$ cat src/design/ucrh_pkg.sv
package ucrh_pkg;

  // number of endpoints that carry a halt bit
  localparam int NUM_ENDPOINTS = 16;

  // response status codes
  localparam logic [1:0] STATUS_ACK   = 2'd0;
  localparam logic [1:0] STATUS_STALL = 2'd1;
  localparam logic [1:0] STATUS_FWD   = 2'd2;

  // raised event codes
  localparam logic [1:0] EVENT_NONE      = 2'd0;
  localparam logic [1:0] EVENT_ADDRESSED = 2'd1;
  localparam logic [1:0] EVENT_CONFIGURED = 2'd2;
  localparam logic [1:0] EVENT_INTF_SET  = 2'd3;

  // device states reported by the bus layer
  localparam logic [2:0] DEV_CREATED    = 3'd0;
  localparam logic [2:0] DEV_ATTACHED   = 3'd1;
  localparam logic [2:0] DEV_POWERED    = 3'd2;
  localparam logic [2:0] DEV_INIT       = 3'd3;
  localparam logic [2:0] DEV_DEFAULT    = 3'd4;
  localparam logic [2:0] DEV_ADDRESSED  = 3'd5;
  localparam logic [2:0] DEV_CONFIGURED = 3'd6;
  localparam logic [2:0] DEV_UNKNOWN    = 3'd7;

  // standard request codes
  localparam logic [7:0] REQ_GET_STATUS     = 8'd0;
  localparam logic [7:0] REQ_CLEAR_FEATURE  = 8'd1;
  localparam logic [7:0] REQ_SET_FEATURE    = 8'd3;
  localparam logic [7:0] REQ_SET_ADDRESS    = 8'd5;
  localparam logic [7:0] REQ_GET_DESCRIPTOR = 8'd6;
  localparam logic [7:0] REQ_SET_DESCRIPTOR = 8'd7;
  localparam logic [7:0] REQ_GET_CONFIG     = 8'd8;
  localparam logic [7:0] REQ_SET_CONFIG     = 8'd9;
  localparam logic [7:0] REQ_GET_INTERFACE  = 8'd10;
  localparam logic [7:0] REQ_SET_INTERFACE  = 8'd11;
  localparam logic [7:0] REQ_SYNCH_FRAME    = 8'd12;

  // recipients
  localparam logic [4:0] RCP_DEVICE    = 5'd0;
  localparam logic [4:0] RCP_INTERFACE = 5'd1;
  localparam logic [4:0] RCP_ENDPOINT  = 5'd2;
  localparam logic [4:0] RCP_OTHER     = 5'd3;

  // request type field
  localparam logic [1:0] TYPE_STANDARD = 2'd0;

  // register addresses
  localparam logic [2:0] ADDR_SELF_POWERED = 3'd0;

  localparam logic [15:0] ADDRESS_MAX = 16'h007f;

  typedef struct packed {
    logic [2:0]  bus_state;
    logic [7:0]  request_type;
    logic [7:0]  request_code;
    logic [15:0] value_word;
    logic [15:0] index_word;
    logic [15:0] length_word;
  } in_item_t;

  typedef struct packed {
    logic [1:0]  status;
    logic [1:0]  reply_length;
    logic [7:0]  reply_byte0;
    logic [7:0]  reply_byte1;
    logic [1:0]  raised_event;
    logic [6:0]  device_address;
    logic [6:0]  active_configuration;
    logic [7:0]  active_interface;
    logic [7:0]  active_alternate;
    logic [7:0]  desc_type;
    logic [7:0]  descriptor_index;
    logic [15:0] descriptor_max_length;
  } out_item_t;

  typedef struct packed {
    logic [6:0]               address;
    logic [6:0]               configuration;
    logic [7:0]               intf;
    logic [7:0]               alternate;
    logic [NUM_ENDPOINTS-1:0] halted;
  } dev_regs_t;

endpackage

$ cat src/design/ucrh_decode.sv
module ucrh_decode (
  input  ucrh_pkg::in_item_t  item,
  input  ucrh_pkg::dev_regs_t regs,
  input  logic                self_powered,
  output ucrh_pkg::out_item_t result,
  output ucrh_pkg::dev_regs_t regs_next
);

  logic [4:0] recip;
  logic [3:0] ep;
  logic       ep_halted;
  logic       state_dead;
  logic       state_early;
  logic       early_blocked;
  logic [1:0] status;
  logic [1:0] rlen;
  logic [7:0] b0;
  logic [1:0] ev;
  logic       halt_write;
  logic       halt_value;

  assign recip = item.request_type[4:0];
  assign ep    = item.index_word[3:0];

  // halt bit of the addressed endpoint, unknown endpoints read as clear
  always_comb begin
    ep_halted = 1'b0;
    for (int i = 0; i < ucrh_pkg::NUM_ENDPOINTS; i++) begin
      if (ep == 4'(i)) ep_halted = ep_halted | regs.halted[i];
    end
  end

  // device states that refuse requests
  assign state_dead  = (item.bus_state == ucrh_pkg::DEV_CREATED)
                    || (item.bus_state == ucrh_pkg::DEV_ATTACHED)
                    || (item.bus_state == ucrh_pkg::DEV_POWERED)
                    || (item.bus_state == ucrh_pkg::DEV_UNKNOWN);
  assign state_early = (item.bus_state == ucrh_pkg::DEV_INIT)
                    || (item.bus_state == ucrh_pkg::DEV_DEFAULT);
  assign early_blocked = (item.request_code == ucrh_pkg::REQ_GET_STATUS)
                      || (item.request_code == ucrh_pkg::REQ_CLEAR_FEATURE)
                      || (item.request_code == ucrh_pkg::REQ_SET_FEATURE)
                      || (item.request_code == ucrh_pkg::REQ_SET_DESCRIPTOR)
                      || (item.request_code == ucrh_pkg::REQ_GET_INTERFACE)
                      || (item.request_code == ucrh_pkg::REQ_SET_INTERFACE)
                      || (item.request_code == ucrh_pkg::REQ_SYNCH_FRAME);

  // request decode and state update
  always_comb begin
    status     = ucrh_pkg::STATUS_STALL;
    rlen       = 2'd0;
    b0         = 8'd0;
    ev         = ucrh_pkg::EVENT_NONE;
    halt_write = 1'b0;
    halt_value = 1'b0;
    regs_next  = regs;
    result.desc_type             = 8'd0;
    result.descriptor_index      = 8'd0;
    result.descriptor_max_length = 16'd0;

    priority if (item.request_type[6:5] != ucrh_pkg::TYPE_STANDARD) begin
      status = ucrh_pkg::STATUS_ACK;
    end else if (state_dead || (state_early && early_blocked)) begin
      status = ucrh_pkg::STATUS_STALL;
    end else if (item.request_type[7]) begin
      // device to host
      unique case (item.request_code)
        ucrh_pkg::REQ_GET_STATUS: begin
          status = ucrh_pkg::STATUS_ACK;
          rlen   = 2'd2;
          priority if (recip == ucrh_pkg::RCP_DEVICE) begin
            b0 = {7'd0, self_powered};
          end else if (recip == ucrh_pkg::RCP_ENDPOINT) begin
            b0 = {7'd0, ep_halted};
          end else if (recip == ucrh_pkg::RCP_OTHER) begin
            rlen = 2'd0;
          end else begin
            b0 = 8'd0;
          end
        end
        ucrh_pkg::REQ_GET_DESCRIPTOR: begin
          status = ucrh_pkg::STATUS_FWD;
          result.desc_type             = item.value_word[15:8];
          result.descriptor_index      = item.value_word[7:0];
          result.descriptor_max_length = item.length_word;
        end
        ucrh_pkg::REQ_GET_CONFIG: begin
          status = ucrh_pkg::STATUS_ACK;
          rlen   = 2'd1;
          b0     = {1'b0, regs.configuration};
        end
        ucrh_pkg::REQ_GET_INTERFACE: begin
          status = ucrh_pkg::STATUS_ACK;
          rlen   = 2'd1;
          b0     = regs.alternate;
        end
        default: begin
          status = ucrh_pkg::STATUS_STALL;
        end
      endcase
    end else begin
      // host to device
      unique case (item.request_code)
        ucrh_pkg::REQ_CLEAR_FEATURE, ucrh_pkg::REQ_SET_FEATURE: begin
          if (recip == ucrh_pkg::RCP_ENDPOINT && item.value_word == 16'd0) begin
            status     = ucrh_pkg::STATUS_ACK;
            halt_write = 1'b1;
            halt_value = (item.request_code == ucrh_pkg::REQ_SET_FEATURE);
          end
        end
        ucrh_pkg::REQ_SET_ADDRESS: begin
          if (item.bus_state == ucrh_pkg::DEV_DEFAULT
              && item.value_word <= ucrh_pkg::ADDRESS_MAX) begin
            regs_next.address = item.value_word[6:0];
            status = ucrh_pkg::STATUS_ACK;
            ev     = ucrh_pkg::EVENT_ADDRESSED;
          end
        end
        ucrh_pkg::REQ_SET_CONFIG: begin
          regs_next.configuration = item.value_word[6:0];
          regs_next.intf          = 8'd0;
          regs_next.alternate     = 8'd0;
          status = ucrh_pkg::STATUS_ACK;
          ev     = ucrh_pkg::EVENT_CONFIGURED;
        end
        ucrh_pkg::REQ_SET_INTERFACE: begin
          regs_next.intf      = item.index_word[7:0];
          regs_next.alternate = item.value_word[7:0];
          status = ucrh_pkg::STATUS_ACK;
          ev     = ucrh_pkg::EVENT_INTF_SET;
        end
        default: begin
          status = ucrh_pkg::STATUS_STALL;
        end
      endcase
    end

    // endpoint halt update, endpoints beyond the table change nothing
    for (int i = 0; i < ucrh_pkg::NUM_ENDPOINTS; i++) begin
      if (halt_write && ep == 4'(i)) regs_next.halted[i] = halt_value;
    end

    result.status               = status;
    result.reply_length         = rlen;
    result.reply_byte0          = (rlen == 2'd0) ? 8'd0 : b0;
    result.reply_byte1          = 8'd0;
    result.raised_event         = ev;
    result.device_address       = regs_next.address;
    result.active_configuration = regs_next.configuration;
    result.active_interface     = regs_next.intf;
    result.active_alternate     = regs_next.alternate;
  end

endmodule

$ cat src/design/ucrh_apb.sv
module ucrh_apb (
  input  logic        clk,
  input  logic        rst,
  input  logic        psel,
  input  logic        penable,
  input  logic        pwrite,
  input  logic [2:0]  paddr,
  input  logic [31:0] pwdata,
  output logic [31:0] prdata,
  output logic        pready,
  output logic        self_powered
);

  logic write_en;

  assign pready   = 1'b1;
  assign write_en = psel && penable && pwrite && (paddr == ucrh_pkg::ADDR_SELF_POWERED);

  // register write
  always_ff @(posedge clk) begin
    if (rst) begin
      self_powered <= 1'b1;
    end else if (write_en) begin
      self_powered <= pwdata[0];
    end
  end

  // register read
  assign prdata = (paddr == ucrh_pkg::ADDR_SELF_POWERED) ? {31'd0, self_powered} : 32'd0;

endmodule

$ cat src/design/usb_control_request_handler.sv
// USB standard control request handler for the SETUP stage of endpoint zero.
// Each transaction on the input channel carries one setup packet and the
// device state from the bus layer; each produces exactly one result with the
// status (ack, stall or forward to the descriptor unit), up to two reply bytes,
// an event code and the stored address, configuration, interface and alternate
// after the request. The block takes one request per cycle unless the result
// side stalls: a request waits in the input register, is decoded against the
// stored state in combinational logic and lands in the result register, which
// also parts the two sides so a new request is taken while a result waits.
// A request passes the input register, its result the result register; a held
// result stalls the input only once the input register is also full. The
// self_powered bit sits at byte address 0 of the APB port and resets to 1.
module usb_control_request_handler (
  input  logic                clk,
  input  logic                rst,
  input  logic                in_valid,
  output logic                in_ready,
  input  ucrh_pkg::in_item_t  in_data,
  output logic                out_valid,
  input  logic                out_ready,
  output ucrh_pkg::out_item_t out_data,
  input  logic                psel,
  input  logic                penable,
  input  logic                pwrite,
  input  logic [2:0]          paddr,
  input  logic [31:0]         pwdata,
  output logic [31:0]         prdata,
  output logic                pready
);

  logic                s1_valid;
  ucrh_pkg::in_item_t  s1_item;
  logic                s1_fire;
  ucrh_pkg::dev_regs_t regs;
  ucrh_pkg::dev_regs_t regs_next;
  ucrh_pkg::out_item_t result;
  logic                self_powered;

  // configuration register
  ucrh_apb u_apb (
    .clk          (clk),
    .rst          (rst),
    .psel         (psel),
    .penable      (penable),
    .pwrite       (pwrite),
    .paddr        (paddr),
    .pwdata       (pwdata),
    .prdata       (prdata),
    .pready       (pready),
    .self_powered (self_powered)
  );

  // request decode
  ucrh_decode u_decode (
    .item         (s1_item),
    .regs         (regs),
    .self_powered (self_powered),
    .result       (result),
    .regs_next    (regs_next)
  );

  assign s1_fire  = s1_valid && (!out_valid || out_ready);
  assign in_ready = !s1_valid || s1_fire;

  // input register
  always_ff @(posedge clk) begin
    if (rst) begin
      s1_valid <= 1'b0;
    end else if (in_ready) begin
      s1_valid <= in_valid;
    end
  end

  always_ff @(posedge clk) begin
    if (in_ready && in_valid) s1_item <= in_data;
  end

  // stored device state
  always_ff @(posedge clk) begin
    if (rst) begin
      regs <= '0;
    end else if (s1_fire) begin
      regs <= regs_next;
    end
  end

  // result register
  always_ff @(posedge clk) begin
    if (rst) begin
      out_valid <= 1'b0;
    end else if (s1_fire) begin
      out_valid <= 1'b1;
    end else if (out_ready) begin
      out_valid <= 1'b0;
    end
  end

  always_ff @(posedge clk) begin
    if (s1_fire) out_data <= result;
  end

endmodule

$ cat config.mk
export PLATFORM = sky130hd
export DESIGN_NAME = usb_control_request_handler
export DESIGN_NICKNAME = d
export VERILOG_FILES = /design/src/design/ucrh_pkg.sv /design/src/design/ucrh_decode.sv /design/src/design/ucrh_apb.sv /design/src/design/usb_control_request_handler.sv
export SDC_FILE = /design/constraint.sdc
export NUM_CORES = 1
export LEC_CHECK = 0
export ABC_AREA = 1
export CAP_MARGIN = 5
export CORE_MARGIN = 1
export CORE_UTILIZATION = 60
export CTS_CLUSTER_DIAMETER = 200
export DETAILED_ROUTE_END_ITERATION = 10
export DONT_BUFFER_PORTS = 1
export GPL_TIMING_DRIVEN = 0
export PLACE_DENSITY = 0.83
export SLEW_MARGIN = 10
export SYNTH_ARGS = -nofsm -noshare
export SYNTH_HDL_FRONTEND = slang
export SYNTH_SLANG_ARGS = --single-unit
$ cat constraint.sdc
create_clock -name clk -period 9.3 [get_ports clk]
set_input_delay 0.93 -clock clk [delete_from_list [all_inputs] [get_ports clk]]
set_output_delay 0.93 -clock clk [all_outputs]
set_load 0.05 [all_outputs]
# Yosys cells after proc, flatten, opt, wreduce, memory -nomap -nowiden
# Cells that the tools add are included.
# totals
output_inout_bits,119
latch_bits,0
reg_bits,184
ramBits,0
in_bits,109
romBits,0
word_cells,217
memories,0
# op_classes
n_lt_le_gt_ge,1
div,0
eq_ne,32
muxes,54
n_reduce_logical,72
addsub,0
n_bitwise,17
mul,0
shift,0
# ops
cell,n
two-way mux 30 bit,3
== test 8 x 4 -> 1 bit (second input constant),5
two-way mux 1 bit,34
== test 4 bit (second input constant),8
one-hot mux 16 bit (2 select lines),1
AND reduction 2 bit,16
== test 8 x 3 -> 1 bit (second input constant),3
logical AND 1 bit,24
one-hot mux 8 bit (3 select lines),1
two-way mux 7 bit,3
== test 4 x 3 -> 1 bit (second input constant),4
<= comparator 16 x 7 -> 1 bit (second input constant),1
logical NOT 16 bit,1
bitwise OR 1 bit,15
two-way mux 2 bit,7
logical OR 1 bit,13
one-hot mux 2 bit (3 select lines),2
== test 5 x 2 -> 1 bit (second input constant),2
== test 4 x 2 -> 1 bit (second input constant),2
== test 8 x 1 -> 1 bit (second input constant),1
== test 8 x 2 -> 1 bit (second input constant),1
logical NOT 8 bit,1
two-way mux 8 bit,1
one-hot mux 2 bit (2 select lines),2
14 further kinds,25

# Logic depth before layout (Yosys ltp)
# depth
word_depth,35
ltp_mapped,17

# Cells and area by module
# A second synthesis with hierarchy kept.
# hier_totals
hier_cells,937
hier_area_um2,9061.2
# by_module_without_submodules
module,cells_each,instances,area_each_um2,seq_area_each_um2
usb_control_request_handler,464,1,6690.2,5495.3
ucrh_decode,424,1,2037.0,0.0
ucrh_apb,49,1,334.1,20.0

# Least setup slack after synthesis
# No wires, ideal clock.
# synth_path
path_type,input to register
start,input out_ready
end,register out_data[0] (netlist bit) (enable)
path_buffers,1
path_stages,5
path_slack_ns,5.214
arrival_time_ns,3.616
t_required_ns,8.830
path_cell_list,inv_1 > nand2_1 > nand2_1 > inv_2 > buf_1
# synth_via
elab_chain_cells,2
# synth_lines
element,line_no,source
from (decl),usb_control_request_handler.sv:20,"input logic out_ready,"
logical OR 1 bit,usb_control_request_handler.sv:62,assign s1_fire = s1_valid && (!out_valid || out_ready);
logical AND 1 bit,usb_control_request_handler.sv:62,
named net s1_fire,usb_control_request_handler.sv:33,logic s1_fire;
to (signal assigned),usb_control_request_handler.sv:99,if (s1_fire) out_data <= result;
to (decl),usb_control_request_handler.sv:21,"output ucrh_pkg::out_item_t out_data,"
# The timed path passes the listed nets, and every way through them passes these cells.
# A chain may end at the register's enable or synchronous reset.

# Worst setup path after layout
# layout_path
start,input paddr[1]
end,output prdata[0]
# layout_via
elab_chain_cells,2
# layout_lines
element,line_no,source
from (decl),usb_control_request_handler.sv:25,"input logic [2:0] paddr,"
logical NOT 3 bit,ucrh_apb.sv:29,"assign prdata = (paddr == ucrh_pkg::ADDR_SELF_POWERED) ? {31'd0, self_powered} : 32'd0;"
two-way mux 1 bit,ucrh_apb.sv:29,
to (decl),usb_control_request_handler.sv:27,"output logic [31:0] prdata,"
# Every way passes these cells.

==> results.yml <==
route:
  top_layer: "met4"
  drtPass1Iterations: 6
  wl_met2_um: 8410
  met1Wirelength_um: 6870
  via_count: 5802
  routed_wl_um: 17200
  wl_per_cell_um: 15.6
  vias_per_cell: 5.27
  ant_nets: 0
  first_iter_violations: 592
  drc_errors: 0
  wl_met3_um: 1220
clocking:
  holdBufCountCts: 0
  cts_tree: "yes"
  clock_latency_ns: 0.43
  cts_resized: 0
  post_cts_buffers: 0
  cts-htree-levels: 4
  clkTransAtPathRegs_ns: 0.06
  clockBufferDepth: 2
  cts_buffers: 17
  clock_sinks: 184
  clock-root-buffer: "clkbuf_16"
setup_path:
  cp.depth: 1
  path_buf_inv: 0
  ff2ff_path_depth: 4
  critPathKind: "in2out"
  crit_chain: "nor4_2"
  critical-path-top-delay-family: "simple AND/OR/NAND/NOR gates"
  crit_path_start: "paddr[1]"
  endpoint: "prdata[0]"
  crit_required_ns: 8.37
  r2r_slack_ns: 6.72
  crit_fanout: 2
  cpMaxStageDelayCell: "nor4_2"
  crit_path_end_kind: "output pin"
  arrival_ns: 1.92
  r2r_end: "s1_item[6]$_DFFE_PP_"
  max_stage_delay_ns: 0.99
  start_kind: "primary input"
  reg2reg_from: "out_valid$_SDFFE_PP0P_"
placed_design:
  hpwl_um: 12100
  gp_congestion: 0.853
  place.port_buffers: 0
  dp.cells: 1068
yosys:
  yosys.area.top_type_share_pct: 50.1
  synth_top_family_by_area: "simple AND/OR/NAND/NOR gates"
  netlist_area_mm2: 0.00809
  synthMuxAreaShare_pct: 0.867
  yosysUniqueCellTypes: 31
  synth-adder-area-share_pct: 0
  synth_compound_area_share_pct: 4.50
  async_reset_ff_share_pct: 0
  synth-main-ff-cell: "edfxtp_1"
  synthXorXnorAreaFrac_pct: 0
  yosys-top-cells-area: "edfxtp_1 (50%), dfxtp_1 (12%), nand2_1 (8.8%), nor2_1 (5.6%), inv_1 (5.1%)"
  synth_warnings: 0
  synth_edf_count: 135
  avgSynthCellArea_um2: 9.50
  yosysSeqAreaShare_pct: 62.3
  synth.largest_area_cell: "edfxtp_1"
  yosys.area_share.simple_pct: 21.4
  syn_inst: 851
  synth-seq-cells: 184
floorplan:
  dieArea_mm2: 0.0139
  chipHeight_um: 118
  ios: 228
  placementRows: 42
  initial_core_util_pct: 61.3
  design.core.area_mm2: 0.0132
  die_w_um: 118
timing:
  slew_violations: 0
  final.period_utilization_pct: 30.6
  fin_crit_ns: 2.85
  hold_viol: 0
  slew_headroom_pct: 20.1
  hold-worst-slack_ns: 0.474
  fmaxAchievable_ghz: 0.351
  setup_viol: 0
  grt_setup_unrepaired: "false"
  fin_setup_tns_ns: 0
  tightest_slew_ns: 1.19
  fin_worst_skew_ns: 0.0103
power:
  internal_power_mw: 1.38
  clkPwrFrac_pct: 37.7
  p_per_area_mw_per_mm2: 205
  leakagePower_nw: 3.99
  ir_worst_vdd_mv: 0.139
  p_sw_uw: 482
  switching_share_pct: 25.9
  comb_power_share_pct: 8.0
  total_power_mw: 1.86
  p_seq_share_pct: 54.3
grt:
  grt_pass1_vias: 5334
  grt_pass1_wl_um: 27100
  antenna_found_initial: 0
  grt_max_degree: 38
  track_usage_pct: 25.6
  grt_overflow_total: 0
layout:
  final_util_pct: 68.9
  nNetsFinal: 1020
  syn_to_final_growth_pct: 12.4
  final_cell_count_no_fill: 1100
  layout-drive-gt1-share_pct: 11.1
  fill_cells: 959
  antenna_cells: 0
run_status:
  status: "complete, no violations"
min_path:
  hold_depth: 2
  hold_path.class: "reg2reg"
flow_run:
  drv_cap: 0
## state kept, by name, summed over array words and instances (netlist names)
signal	cells
out_data	76
u_apb.self_powered	1
s1_valid	1
out_valid	1
s1_item	59
regs	46
## Yosys cell counts, types with 4 or more instances
cell type and count:
o21ai_1 8, dfxtp_1 49, nand3_1 60, buf_1 6, inv_2 5, o21ai_0 16
o22ai_1 7, nor2_1 120, clkbuf_1 8, buf_4 41, nand2_2 5, edfxtp_1 135
nand4_1 14, a21oi_1 40, nor3_1 5, mux2i_1 7, buf_6 5, inv_1 110
nand2_1 189, buf_2 4
## worst min path at each step
stage,startpoint,to,slack (ns)
2_1_floorplan,u_apb.self_powered$_SDFFE_PP1P_,u_apb.self_powered$_SDFFE_PP1P_,0.44
3_3_place_gp,u_apb.self_powered$_SDFFE_PP1P_,u_apb.self_powered$_SDFFE_PP1P_,0.45
3_5_place_dp,u_apb.self_powered$_SDFFE_PP1P_,u_apb.self_powered$_SDFFE_PP1P_,0.46
4_1_cts,u_apb.self_powered$_SDFFE_PP1P_,u_apb.self_powered$_SDFFE_PP1P_,0.48
5_1_grt,regs[0]$_SDFFE_PP0P_,regs[0]$_SDFFE_PP0P_,0.51
6_report,u_apb.self_powered$_SDFFE_PP1P_,u_apb.self_powered$_SDFFE_PP1P_,0.47
## kinds of logic (layout without fill, tap and decap cells)
kind of cell,after synthesis,count (layout)
buffers and inverters,181,216
DFF,184,184
muxes,7,7
AOI/OAI and AO/OA,71,71
and+or+nand+nor,406,406
other,2,40
## placed cells by master (no fill, tap or decap), types with 17 or more instances in the layout
cell type  count
nor2_1       120
edfxtp_1     135
dfxtp_1       49
nand2_1      189
clkbuf_16     17
inv_1        109
buf_4         41
conb_1        40
nand3_1       60
a21oi_1       40
## power by group through the flow
| stage | sequential (mW) | clock (mW) | combinational, mW |
|---|---|---|---|
| after floorplan | 1.02 | 0 | 0.121 |
| after global placement | 1.03 | 0 | 0.139 |
| after detailed placement | 1.03 | 0 | 0.145 |
| after CTS | 1.01 | 0.705 | 0.147 |
| after global routing | 1.01 | 0.740 | 0.163 |
| final | 1.01 | 0.701 | 0.149 |
## cell type report
type | count | area [µm²] | area share [%]
inverter | 117 | 439 | 4.83
timing repair buffer | 3 | 60.1 | 0.661
multi-input combinational | 524 | 2320 | 25.6
clock buffer | 24 | 472 | 5.19
sequential | 184 | 5030 | 55.4
tap | 176 | 220 | 2.42
clock inverter | 8 | 98.8 | 1.09
buffer | 64 | 438 | 4.82
## through the flow
stage | instance area, µm² | worst slack, ns
after floorplan | 8230 | 5.21
after global placement | 8450 | 4.05
after detailed placement | 8520 | 6.40
after CTS | 9090 | 6.45
after global routing | 9090 | 6.41
final | 9090 | 6.45
## routing by layer
metal | up-vias | GRT usage, %
li1 | 2806 | -
met1 | 2663 | 30.9
met2 | 277 | 41.8
met3 | 56 | 7.61
met4 | 0 | 13.1
met5 | - | 0
(Power assumes the default switching activity.)
